**config.mk**
```make
export PLATFORM = sky130hd
export DESIGN_NAME = fit_memory_allocator
export DESIGN_NICKNAME = d
export VERILOG_FILES = /design/src/sv/fma_pkg.sv /design/src/sv/fma_cell.sv /design/src/sv/fit_memory_allocator.sv
export SDC_FILE = /design/constraint.sdc
export NUM_CORES = 2
export LEC_CHECK = 0
export ABC_AREA = 1
export BUFFER_PORTS_ARGS = -buffer_cell sky130_fd_sc_hd__buf_4
export CORE_MARGIN = 2
export CORE_UTILIZATION = 59
export CTS_CLUSTER_DIAMETER = 100
export CTS_CLUSTER_SIZE = 12
export DETAILED_ROUTE_END_ITERATION = 10
export PLACE_DENSITY_LB_ADDON = 0.05
export SLEW_MARGIN = 5
export SYNTH_ARGS = -nofsm -noshare
export SYNTH_HDL_FRONTEND = slang
export SYNTH_SLANG_ARGS = --single-unit
```
**constraint.sdc**
```tcl
create_clock -name clk -period 4.51 [get_ports clk]
set_clock_uncertainty 0.05 [all_clocks]
set_input_delay 0.902 -clock clk [delete_from_list [all_inputs] [get_ports clk]]
set_output_delay 0.902 -clock clk [all_outputs]
set_load 0.02 [all_outputs]
```
**src/sv/fma_pkg.sv**
```systemverilog
// fma_pkg: shared codes, defaults and the cell control bundle for the fit allocator
// used by fma_cell and fit_memory_allocator; no dependencies
package fma_pkg;

  localparam int HOLES_DEF      = 16;
  localparam int SIZE_WIDTH_DEF = 16;

  localparam int OP_W    = 2;
  localparam int SEL_W   = 4;
  localparam int REQ_W   = 16;
  localparam int IDX_OUT_W = 4;
  localparam int REM_OUT_W = 16;
  localparam int MODE_W  = 2;
  localparam int COUNT_W = 5;
  localparam int CFG_ADDR_W = 1;
  localparam int CFG_DATA_W = 5;

  localparam logic [OP_W-1:0] OP_LOAD    = 2'd0;
  localparam logic [OP_W-1:0] OP_REQUEST = 2'd1;
  localparam logic [OP_W-1:0] OP_RESTART = 2'd2;

  localparam logic [MODE_W-1:0] MODE_FIRST = 2'd0;
  localparam logic [MODE_W-1:0] MODE_BEST  = 2'd1;
  localparam logic [MODE_W-1:0] MODE_WORST = 2'd2;

  localparam logic [CFG_ADDR_W-1:0] REG_FIT_MODE   = 1'b0;
  localparam logic [CFG_ADDR_W-1:0] REG_HOLE_COUNT = 1'b1;

  // broadcast from the controller to every cell
  typedef struct packed {
    logic              load;
    logic              restart;
    logic              commit;
    logic [MODE_W-1:0] mode;
  } cell_ctrl_t;

endpackage

```
**src/sv/fma_cell.sv**
```systemverilog
// fma_cell: one hole of the allocator, holding capacity and remaining size
// passes the search token and best candidate so far to its neighbour; uses fma_pkg
module fma_cell
  import fma_pkg::*;
#(
  parameter int IDX        = 0,
  parameter int IW         = 4,
  parameter int SIZE_WIDTH = SIZE_WIDTH_DEF
) (
  input  logic                  clk,
  input  logic                  rst_n,
  input  cell_ctrl_t            ctrl,
  input  logic [COUNT_W-1:0]    hole_count,
  input  logic [IW-1:0]         sel_idx,
  input  logic [SIZE_WIDTH-1:0] size,
  input  logic                  tok_i,
  input  logic                  found_i,
  input  logic [IW-1:0]         pidx_i,
  input  logic [SIZE_WIDTH-1:0] prem_i,
  output logic                  tok_o,
  output logic                  found_o,
  output logic [IW-1:0]         pidx_o,
  output logic [SIZE_WIDTH-1:0] prem_o
);

  localparam logic [IW-1:0] MY_IDX = IW'(IDX);

  logic [SIZE_WIDTH-1:0] cap_r, rem_r;
  logic                  tok_r, found_r;
  logic [IW-1:0]         pidx_r;
  logic [SIZE_WIDTH-1:0] prem_r;
  logic                  in_use, qual, take, mine;

  assign in_use = (32'(hole_count) > 32'(IDX));
  assign qual   = in_use && (rem_r >= size);
  assign take   = qual && (!found_i
                  || ((ctrl.mode == MODE_BEST)  && (rem_r < prem_i))
                  || ((ctrl.mode == MODE_WORST) && (rem_r > prem_i)));
  assign mine   = (sel_idx == MY_IDX);

  always_ff @(posedge clk) begin
    if (!rst_n) begin
      cap_r   <= '0;
      rem_r   <= '0;
      tok_r   <= 1'b0;
      found_r <= 1'b0;
    end else begin
      if (ctrl.load && mine) begin
        cap_r <= size;
        rem_r <= size;
      end else if (ctrl.restart) begin
        rem_r <= cap_r;
      end else if (ctrl.commit && mine) begin
        rem_r <= rem_r - size;
      end
      tok_r <= tok_i;
      if (tok_i) begin
        found_r <= found_i || take;
      end
    end
  end

  // candidate payload, only meaningful behind the token
  always_ff @(posedge clk) begin
    if (tok_i) begin
      pidx_r <= take ? MY_IDX : pidx_i;
      prem_r <= take ? rem_r : prem_i;
    end
  end

  assign tok_o   = tok_r;
  assign found_o = found_r;
  assign pidx_o  = pidx_r;
  assign prem_o  = prem_r;

endmodule

```
**src/sv/fit_memory_allocator.sv**
```systemverilog
// Fit memory allocator: a row of HOLES cells, each holding one hole's capacity and
// remaining size. A load or restart item passes from IDLE through DONE back to IDLE.
// For a request item a search token walks the cell row one cell per clock, carrying
// the best candidate so far; as it leaves the last cell, the request is written back
// into the chosen hole and the result is registered, then DONE moves the result to
// the output register once it is free. One item is worked on at a time; a result
// waiting there does not hold off the next item until that item's result is ready.
// top level; uses fma_pkg and fma_cell
module fit_memory_allocator
  import fma_pkg::*;
#(
  parameter int HOLES      = HOLES_DEF,
  parameter int SIZE_WIDTH = SIZE_WIDTH_DEF
) (
  input  logic                  clk,
  input  logic                  rst_n,
  input  logic                  cfg_we,
  input  logic [CFG_ADDR_W-1:0] cfg_addr,
  input  logic [CFG_DATA_W-1:0] cfg_wdata,
  input  logic                  in_tvalid,
  output logic                  in_tready,
  input  logic [23:0]           in_tdata,   // hole_select[3:0], request_size[19:4]
  input  logic [OP_W-1:0]       in_tuser,   // opcode[1:0]
  output logic                  out_tvalid,
  input  logic                  out_tready,
  output logic [23:0]           out_tdata,  // hole_index[3:0], remaining_after[19:4]
  output logic [0:0]            out_tuser   // granted[0]
);

  localparam int IW = (HOLES > 1) ? $clog2(HOLES) : 1;

  localparam logic [1:0] ST_IDLE = 2'd0;
  localparam logic [1:0] ST_SCAN = 2'd1;
  localparam logic [1:0] ST_DONE = 2'd2;

  logic [1:0]           st_r, st_nxt;
  logic [MODE_W-1:0]    mode_r;
  logic [COUNT_W-1:0]   count_r;
  logic [SIZE_WIDTH-1:0] size_r, size_nxt;
  logic                 start_r, start_nxt;
  logic                 res_gr_r, res_gr_nxt;
  logic [IDX_OUT_W-1:0] res_idx_r, res_idx_nxt;
  logic [REM_OUT_W-1:0] res_rem_r, res_rem_nxt;
  logic                 ov_r, ov_nxt;
  logic                 og_r, og_nxt;
  logic [IDX_OUT_W-1:0] oidx_r, oidx_nxt;
  logic [REM_OUT_W-1:0] orem_r, orem_nxt;

  logic [OP_W-1:0]       in_op;
  logic [SEL_W-1:0]      in_sel;
  logic [REQ_W-1:0]      in_req;
  logic [31:0]           req_ext, sel_ext, pidx_ext, rem_ext;
  logic [SIZE_WIDTH-1:0] in_size, size_bus, rem_after;
  logic [IW-1:0]         sel_bus;
  logic                  accept, sel_ok, last_tok;
  cell_ctrl_t            ctrl;

  logic                  tok   [0:HOLES];
  logic                  found [0:HOLES];
  logic [IW-1:0]         pidx  [0:HOLES];
  logic [SIZE_WIDTH-1:0] prem  [0:HOLES];

  assign in_op   = in_tuser;
  assign in_sel  = in_tdata[3:0];
  assign in_req  = in_tdata[19:4];
  assign req_ext = 32'(in_req);
  assign in_size = req_ext[SIZE_WIDTH-1:0];
  assign sel_ext = 32'(in_sel);
  assign sel_ok  = (sel_ext < 32'(HOLES));

  assign in_tready = (st_r == ST_IDLE);
  assign accept    = in_tvalid && in_tready;
  assign last_tok  = tok[HOLES];

  assign rem_after = prem[HOLES] - size_r;
  assign pidx_ext  = 32'(pidx[HOLES]);
  assign rem_ext   = 32'(rem_after);

  always_comb begin
    ctrl.load    = accept && (in_op == OP_LOAD) && sel_ok;
    ctrl.restart = accept && (in_op == OP_RESTART);
    ctrl.commit  = (st_r == ST_SCAN) && last_tok && found[HOLES];
    ctrl.mode    = mode_r;
  end

  // load addresses by the item, commit by the winning candidate
  assign sel_bus  = ctrl.commit ? pidx[HOLES] : sel_ext[IW-1:0];
  assign size_bus = ctrl.load ? in_size : size_r;

  assign tok[0]   = start_r;
  assign found[0] = 1'b0;
  assign pidx[0]  = '0;
  assign prem[0]  = '0;

  for (genvar g = 0; g < HOLES; g++) begin : g_cell
    fma_cell #(
      .IDX        (g),
      .IW         (IW),
      .SIZE_WIDTH (SIZE_WIDTH)
    ) u_cell (
      .clk        (clk),
      .rst_n      (rst_n),
      .ctrl       (ctrl),
      .hole_count (count_r),
      .sel_idx    (sel_bus),
      .size       (size_bus),
      .tok_i      (tok[g]),
      .found_i    (found[g]),
      .pidx_i     (pidx[g]),
      .prem_i     (prem[g]),
      .tok_o      (tok[g+1]),
      .found_o    (found[g+1]),
      .pidx_o     (pidx[g+1]),
      .prem_o     (prem[g+1])
    );
  end

  always_comb begin
    st_nxt      = st_r;
    size_nxt    = size_r;
    start_nxt   = 1'b0;
    res_gr_nxt  = res_gr_r;
    res_idx_nxt = res_idx_r;
    res_rem_nxt = res_rem_r;
    ov_nxt      = ov_r;
    og_nxt      = og_r;
    oidx_nxt    = oidx_r;
    orem_nxt    = orem_r;
    if (ov_r && out_tready) begin
      ov_nxt = 1'b0;
    end
    case (st_r)
      ST_IDLE: begin
        if (accept) begin
          res_gr_nxt  = 1'b0;
          res_idx_nxt = '0;
          res_rem_nxt = '0;
          size_nxt    = in_size;
          if (in_op == OP_REQUEST) begin
            start_nxt = 1'b1;
            st_nxt    = ST_SCAN;
          end else begin
            st_nxt = ST_DONE;
          end
        end
      end
      ST_SCAN: begin
        if (last_tok) begin
          if (found[HOLES]) begin
            res_gr_nxt  = 1'b1;
            res_idx_nxt = pidx_ext[IDX_OUT_W-1:0];
            res_rem_nxt = rem_ext[REM_OUT_W-1:0];
          end
          st_nxt = ST_DONE;
        end
      end
      ST_DONE: begin
        if (!ov_r || out_tready) begin
          ov_nxt   = 1'b1;
          og_nxt   = res_gr_r;
          oidx_nxt = res_idx_r;
          orem_nxt = res_rem_r;
          st_nxt   = ST_IDLE;
        end
      end
      default: begin
        st_nxt = ST_IDLE;
      end
    endcase
  end

  always_ff @(posedge clk) begin
    if (!rst_n) begin
      st_r    <= ST_IDLE;
      start_r <= 1'b0;
      ov_r    <= 1'b0;
      mode_r  <= MODE_FIRST;
      count_r <= '0;
    end else begin
      st_r    <= st_nxt;
      start_r <= start_nxt;
      ov_r    <= ov_nxt;
      if (cfg_we) begin
        case (cfg_addr)
          REG_FIT_MODE:   mode_r  <= cfg_wdata[MODE_W-1:0];
          REG_HOLE_COUNT: count_r <= cfg_wdata[COUNT_W-1:0];
          default: ;
        endcase
      end
    end
  end

  always_ff @(posedge clk) begin
    size_r    <= size_nxt;
    res_gr_r  <= res_gr_nxt;
    res_idx_r <= res_idx_nxt;
    res_rem_r <= res_rem_nxt;
    og_r      <= og_nxt;
    oidx_r    <= oidx_nxt;
    orem_r    <= orem_nxt;
  end

  assign out_tvalid = ov_r;
  assign out_tdata  = {4'b0, orem_r, oidx_r};
  assign out_tuser  = og_r;

endmodule
```
**Word level (Yosys, flattened, before mapping)**

Index checks and enable logic that the tools add are counted.
W data, S select, Z words.

- Equality and inequality tests: 25
- Bitwise operators: 1
- Reductions and logical operators: 189
- $lt $le $gt $ge: 63
- Add/subtract/negate cells: 17
- Mux-type cells: 86

Operators by type and width:

| cell | number |
|---|---|
| $mux W16 | 67 |
| $sub A16 B16 Y16 | 17 |
| $ge A16 B16 Y1 | 16 |
| $gt A16 B16 Y1 | 15 |
| $lt A16 B16 Y1 | 15 |
| $logic_and A1 B1 Y1 | 100 |
| $reduce_bool A3 Y1 | 16 |
| $logic_or A1 B1 Y1 | 46 |
| $gt A5 B4 Y1 const B | 8 |
| $eq A4 B4 Y1 const B | 8 |
| $pmux W16 S2 | 1 |
| $gt A5 B3 Y1 const B | 4 |
| $eq A4 B3 Y1 const B | 4 |
| $logic_not A1 Y1 | 16 |
| $mux W4 | 4 |
| $gt A5 B1 Y1 const B | 2 |
| $gt A5 B2 Y1 const B | 2 |
| $eq A4 B2 Y1 const B | 2 |
| $mux W2 | 4 |
| $pmux W4 S2 | 1 |
| $reduce_and A2 Y1 | 4 |
| $mux W1 | 7 |
| $eq A2 B1 Y1 const B | 3 |
| $eq A2 B2 Y1 const B | 3 |
| 12 further kinds | 16 |

- Input bits: 37
- Output and inout port bits: 27
- Flip-flop bits (word level): 918
- Logic and storage cells: 488

**Longest topological paths before layout**

- Depth in word-level cells: 9
- Mapped depth: 23
- Mapped depth without buffers: 20

**Hierarchy**

Synthesis repeated with hierarchy kept, for this count alone.

- Cell total of the unflattened synthesis: 9610
- Area, all modules: 65876.9 um2

By module, submodules not included:

| module | cells an instance | sequential area each (um2) | times used | area an instance (um2) |
|---|---|---|---|---|
| fma_cell (g_cell[9].u_cell) | 584 | 1281.2 | 1 | 3963.8 |
| fma_cell (g_cell[7].u_cell) | 580 | 1281.2 | 1 | 3951.3 |
| fma_cell (g_cell[13].u_cell) | 578 | 1281.2 | 1 | 3940.0 |
| fma_cell (g_cell[2].u_cell) | 578 | 1281.2 | 1 | 3918.8 |
| fma_cell (g_cell[15].u_cell) | 580 | 1281.2 | 1 | 3912.5 |
| fma_cell (g_cell[1].u_cell) | 577 | 1281.2 | 1 | 3912.5 |
| fma_cell (g_cell[8].u_cell) | 587 | 1281.2 | 1 | 3911.3 |
| fma_cell (g_cell[14].u_cell) | 578 | 1281.2 | 1 | 3901.2 |
| fma_cell (g_cell[10].u_cell) | 574 | 1281.2 | 1 | 3891.2 |
| fma_cell (g_cell[12].u_cell) | 574 | 1281.2 | 1 | 3890.0 |
| fma_cell (g_cell[4].u_cell) | 575 | 1281.2 | 1 | 3877.5 |
| fma_cell (g_cell[3].u_cell) | 576 | 1281.2 | 1 | 3836.2 |
| fma_cell (g_cell[6].u_cell) | 564 | 1281.2 | 1 | 3834.9 |
| fma_cell (g_cell[5].u_cell) | 564 | 1281.2 | 1 | 3833.7 |
| 3 more rows | -- | -- | -- | -- |

**Worst setup path after synthesis**

Ideal clock, no wire load.

- Kind: input-to-reg
- Start: input port in_tuser[0]
- End: register g_cell[1].u_cell.prem_r[10] (data pin)
- Path buffers: 2
- Setup time: 253 ps
- Required time: 4207 ps
- Arrival: 4371 ps
- Stages: 15
- Setup slack: -163 ps
- Path through: nor2_4 nand3_4 inv_1 buf_1 o21ai_0 ha_1 a21oi_1 inv_1 a21oi_1 nor2_1 a2111oi_0 nand3_4 buf_4 nand4_1 nand2_1

- Cells in the longest elaborated chain, start to end: 8

RTL lines:

| item | line | source |
|---|---|---|
| from (decl) | fit_memory_allocator.sv:23 | `input logic [OP_W-1:0] in_tuser,` |
| $logic_not A2 Y1 | fit_memory_allocator.sv:80 | `ctrl.load = accept && (in_op == OP_LOAD) && sel_ok;` |
| $logic_and A1 B1 Y1 (2 in series) | fit_memory_allocator.sv:80 |  |
| $mux W16 | fit_memory_allocator.sv:88 | `assign size_bus = ctrl.load ? in_size : size_r;` |
| $ge A16 B16 Y1 | fma_cell.sv:35 | `assign qual = in_use && (rem_r >= size);` |
| $logic_and A1 B1 Y1 | fma_cell.sv:35 |  |
| $logic_and A1 B1 Y1 | fma_cell.sv:36 | `assign take = qual && (!found_i` |
| $mux W16 | fma_cell.sv:67 | `prem_r <= take ? rem_r : prem_i;` |
| to (signal assigned) | fma_cell.sv:67 |  |
| to (decl) | fma_cell.sv:31 | `logic [SIZE_WIDTH-1:0] prem_r;` |

No other way between the ends.
A chain may end at the register's enable or synchronous reset.

**Final worst setup path**

- Start: register st_r[1]
- End: register g_cell[6].u_cell.pidx_r[2] (data pin)

- Cells in the longest elaborated chain, start to end: 8

RTL lines:

| item | line | source |
|---|---|---|
| from (decl) | fit_memory_allocator.sv:36 | `logic [1:0] st_r, st_nxt;` |
| from (signal assigned) | fit_memory_allocator.sv:180 | `st_r <= st_nxt;` |
| $logic_not A2 Y1 | fit_memory_allocator.sv:71 | `assign in_tready = (st_r == ST_IDLE);` |
| $logic_and A1 B1 Y1 | fit_memory_allocator.sv:72 | `assign accept = in_tvalid && in_tready;` |
| $logic_and A1 B1 Y1 (2 in series) | fit_memory_allocator.sv:80 |  |
| $mux W16 | fit_memory_allocator.sv:88 |  |
| $ge A16 B16 Y1 | fma_cell.sv:35 |  |
| $logic_and A1 B1 Y1 | fma_cell.sv:35 |  |
| $logic_and A1 B1 Y1 | fma_cell.sv:36 |  |
| to (signal assigned) | fma_cell.sv:66 | `pidx_r <= take ? MY_IDX : pidx_i;` |
| to (decl) | fma_cell.sv:30 | `logic [IW-1:0] pidx_r;` |

No other way between the ends.

==> results_dict.tcl <==
set metrics [dict create \
    run_status "completed" \
    grt_overflow 0 \
    clock_transition_at_the_register_clock_pins_on_the_worst_setup_and_hold_paths_after_cts_ns 0.07 \
    post_synth_most_frequent_cells "2303 x sky130_fd_sc_hd__nand2_1, 1094 x sky130_fd_sc_hd__inv_1, 819 x sky130_fd_sc_hd__a21oi_1" \
    final_hold_viol_count 0 \
    dieHeight_um 323 \
    grt_setup_unrepaired "no" \
    antenna_left 0 \
    timing.final.setup_violations 0 \
    fin_crit_ns 4.24 \
    power_density_nw_per_um2 328 \
    grt_start_max_net_pins 95 \
    max_rail_drop_vdd_mv 0.271 \
    cts_setup_buffers 0 \
    worst-endpoint-arrival_ns 4.61 \
    holdBufCountCts 0 \
    first_iter_violations 6719 \
    die_width_um 323 \
    clk_path_buf_depth 3 \
    dp_hpwl_um 143000 \
    start_util_pct 59.7 \
    min_path_type "input pin to flop" \
    setup.worst_path.end_class "flop" \
    clockRootBuffer "sky130_fd_sc_hd__clkbuf_16" \
    drive_gt1_share_pct 6.55 \
    timing.setup.critical_path_class "flop to flop" \
    synth_enable_flop_cells 363 \
    power.static_leakage_nw 31.8 \
    cts_sinks 918 \
    vias 58400 \
    critPathRequiredTime_ns 4.87 \
    setup_tns_ns 0 \
    num_rows 116 \
    die-area_um2 104000 \
    worstMarginPinSlew_ns 1.36 \
    worstSetupStartpointType "flop" \
    detail_route.first_pass.iterations 9 \
    ys_top_cells_by_area "sky130_fd_sc_hd__dfxtp_1 19%, sky130_fd_sc_hd__edfxtp_1 18%, sky130_fd_sc_hd__nand2_1 14%" \
    wire_length_of_the_first_global_routing_pass_um 310000 \
    synth_cell_type_count 55 \
    final_net_count 8863 \
    drt-vias-per-instance 5.98 \
    globalRouteTotalUtil_pct 38.9 \
    hold-worst-slack_ns 0.340 \
    routed_wl_um 206000 \
    synthesis.yosys.warnings 0 \
    drcViolationCount 0 \
    synthDominantAreaCellType "sky130_fd_sc_hd__dfxtp_1" \
    path_max_fanout 19 \
    number_of_global_route_vias_before_repair 52700 \
    ys.flop_type "sky130_fd_sc_hd__dfxtp_1" \
    final_routed_wire_length_divided_by_cell_count_um 21.1 \
    syn_to_final_growth_pct 8.53 \
    synthMostInstantiatedCell "sky130_fd_sc_hd__nand2_1" \
    timing_max_transition_violations_final 0 \
    tritoncts "built" \
    number_of_synthesized_register_bits 918 \
    post_cts.resized_instances 0 \
    max-slew-margin-rel_pct 9.32 \
    boundaryPins 64 \
    netlist_area_um2 60000 \
    post_synthesis_cell_count 8303 \
    placeableCoreArea_um2 100000 \
    max_cap_violations 0 \
    antenna_found_initial 10 \
    synth_async_sr_flop_share_pct 0 \
    synth-seq-area-share_pct 36.7 \
    max_freq_mhz 236 \
    portBuffers 55 \
    post_synth.cell_area_avg_um2 7.23 \
    insertion_delay_ns 0.69 \
    cts_buffers 86 \
    htreeDepth 3 \
    yosys_top_cell_area_share_pct 18.5 \
    part_of_the_cycle_the_worst_path_needs_pct 94.0 \
    gpl.final_weighted_congestion 0.964 \
]
layer usage:
layer	vias up	track usage, %	share of wire [%]
met1	27200	53.6	42
met5	-	0	0.072
li1	27900	-	-
met3	507	7.57	11
met4	20	17.2	4.6
met2	2730	59.4	43
cell type report:
class	instances	area (um^2)
Tap cell	1357	1700
Clock inverter	5	43.8
Clock buffer	147	2440
Inverter	1122	4220
Timing Repair Buffer	243	2190
Fill cell	9114	35300
Antenna cell	7	17.5
Sequential cell	918	22000
Multi-Input combinational cell	5959	32500
power by group:
group | internal [mW] | total, mW | switching [mW]
Clock | 3.67 | 7.01 | 3.34
Sequential | 8.85 | 9.15 | 0.299
Combinational | 1.68 | 5.22 | 3.55
Total | 14.2 | 21.4 | 7.18
metrics by stage:
step                cell area (um^2)  cells  util (%)  power, mW  worst slack [ns]
global placement               62600   9599      62.3       14.3            -0.164
detailed placement             62600   9599      62.3       14.4            -0.238
global route                   65100   9751      64.8       22.2             0.181
CTS                            65100   9751      64.8       21.3             0.352
finish                         65100   9758      64.8       21.4             0.269
floorplan                      60000   8306         -       12.6            0.0127
placed cells by master (no fill, tap or decap), types with 139 or more instances in the layout:
cell                       netlist  routed
sky130_fd_sc_hd__nand3_1       467     466
sky130_fd_sc_hd__edfxtp_1      363     363
sky130_fd_sc_hd__nand2_1      2303    2301
sky130_fd_sc_hd__buf_4          29     213
sky130_fd_sc_hd__a21oi_1       819     819
sky130_fd_sc_hd__ha_1          495     495
sky130_fd_sc_hd__nor2_1        364     362
sky130_fd_sc_hd__a31oi_1       140     139
sky130_fd_sc_hd__o21ai_0       537     527
sky130_fd_sc_hd__inv_1        1094    1089
sky130_fd_sc_hd__dfxtp_1       555     555
sky130_fd_sc_hd__nand4_1       190     190
logic make-up (layout without fill, tap and decap cells):
logic type,after synthesis,count (layout),synth area share [%]
fa+ha+maj,496,496,10.4
simple gates,3604,3604,25.9
flops,918,918,36.7
xor+xnor,69,69,1.01
compound gates,1786,1786,16.5
other cells,1,11,0.00625
buf+inv,1429,1517,9.51
registers in the layout, summed over array words and instances, names as in the netlist, 4 cells and up:
| name | flops |
|---|---|
| g_cell.u_cell.rem_r | 256 |
| g_cell.u_cell.pidx_o | 49 |
| g_cell.u_cell.prem_o | 256 |
| res_idx_r | 4 |
| res_rem_r | 16 |
| size_r | 16 |
| orem_r | 16 |
| g_cell.u_cell.found_o | 16 |
| g_cell.u_cell.cap_r | 256 |
| g_cell.u_cell.tok_o | 16 |
| count_r | 5 |
| oidx_r | 4 |
final timing paths:
check	from	endpoint	slack [ns]	depth (start not counted)
min	in_tdata[14]	size_r[10]	0.34	1
max reg2reg	st_r[1]	g_cell[6].u_cell.pidx_o[2]	0.27	14
max	st_r[1]	g_cell[6].u_cell.pidx_o[2]	0.27	14
min reg2reg	res_rem_r[8]	orem_r[8]	0.36	0
critical path, cell delays in order (launching register included):
cell,delay [ns]
sky130_fd_sc_hd__dfxtp_1,0.44
sky130_fd_sc_hd__nor2_4,0.11
sky130_fd_sc_hd__nand3_4,0.07
sky130_fd_sc_hd__inv_2,0.09
sky130_fd_sc_hd__buf_12,0.17
sky130_fd_sc_hd__o21ai_4,0.84
sky130_fd_sc_hd__buf_4,0.48
sky130_fd_sc_hd__ha_1,0.35
sky130_fd_sc_hd__inv_1,0.14
sky130_fd_sc_hd__nor3_1,0.07
sky130_fd_sc_hd__a2111oi_1,0.40
sky130_fd_sc_hd__buf_4,0.20
sky130_fd_sc_hd__nand2_4,0.15
sky130_fd_sc_hd__nand3_4,0.24
sky130_fd_sc_hd__nand2_1,0.10
(Power assumes the default switching activity.)
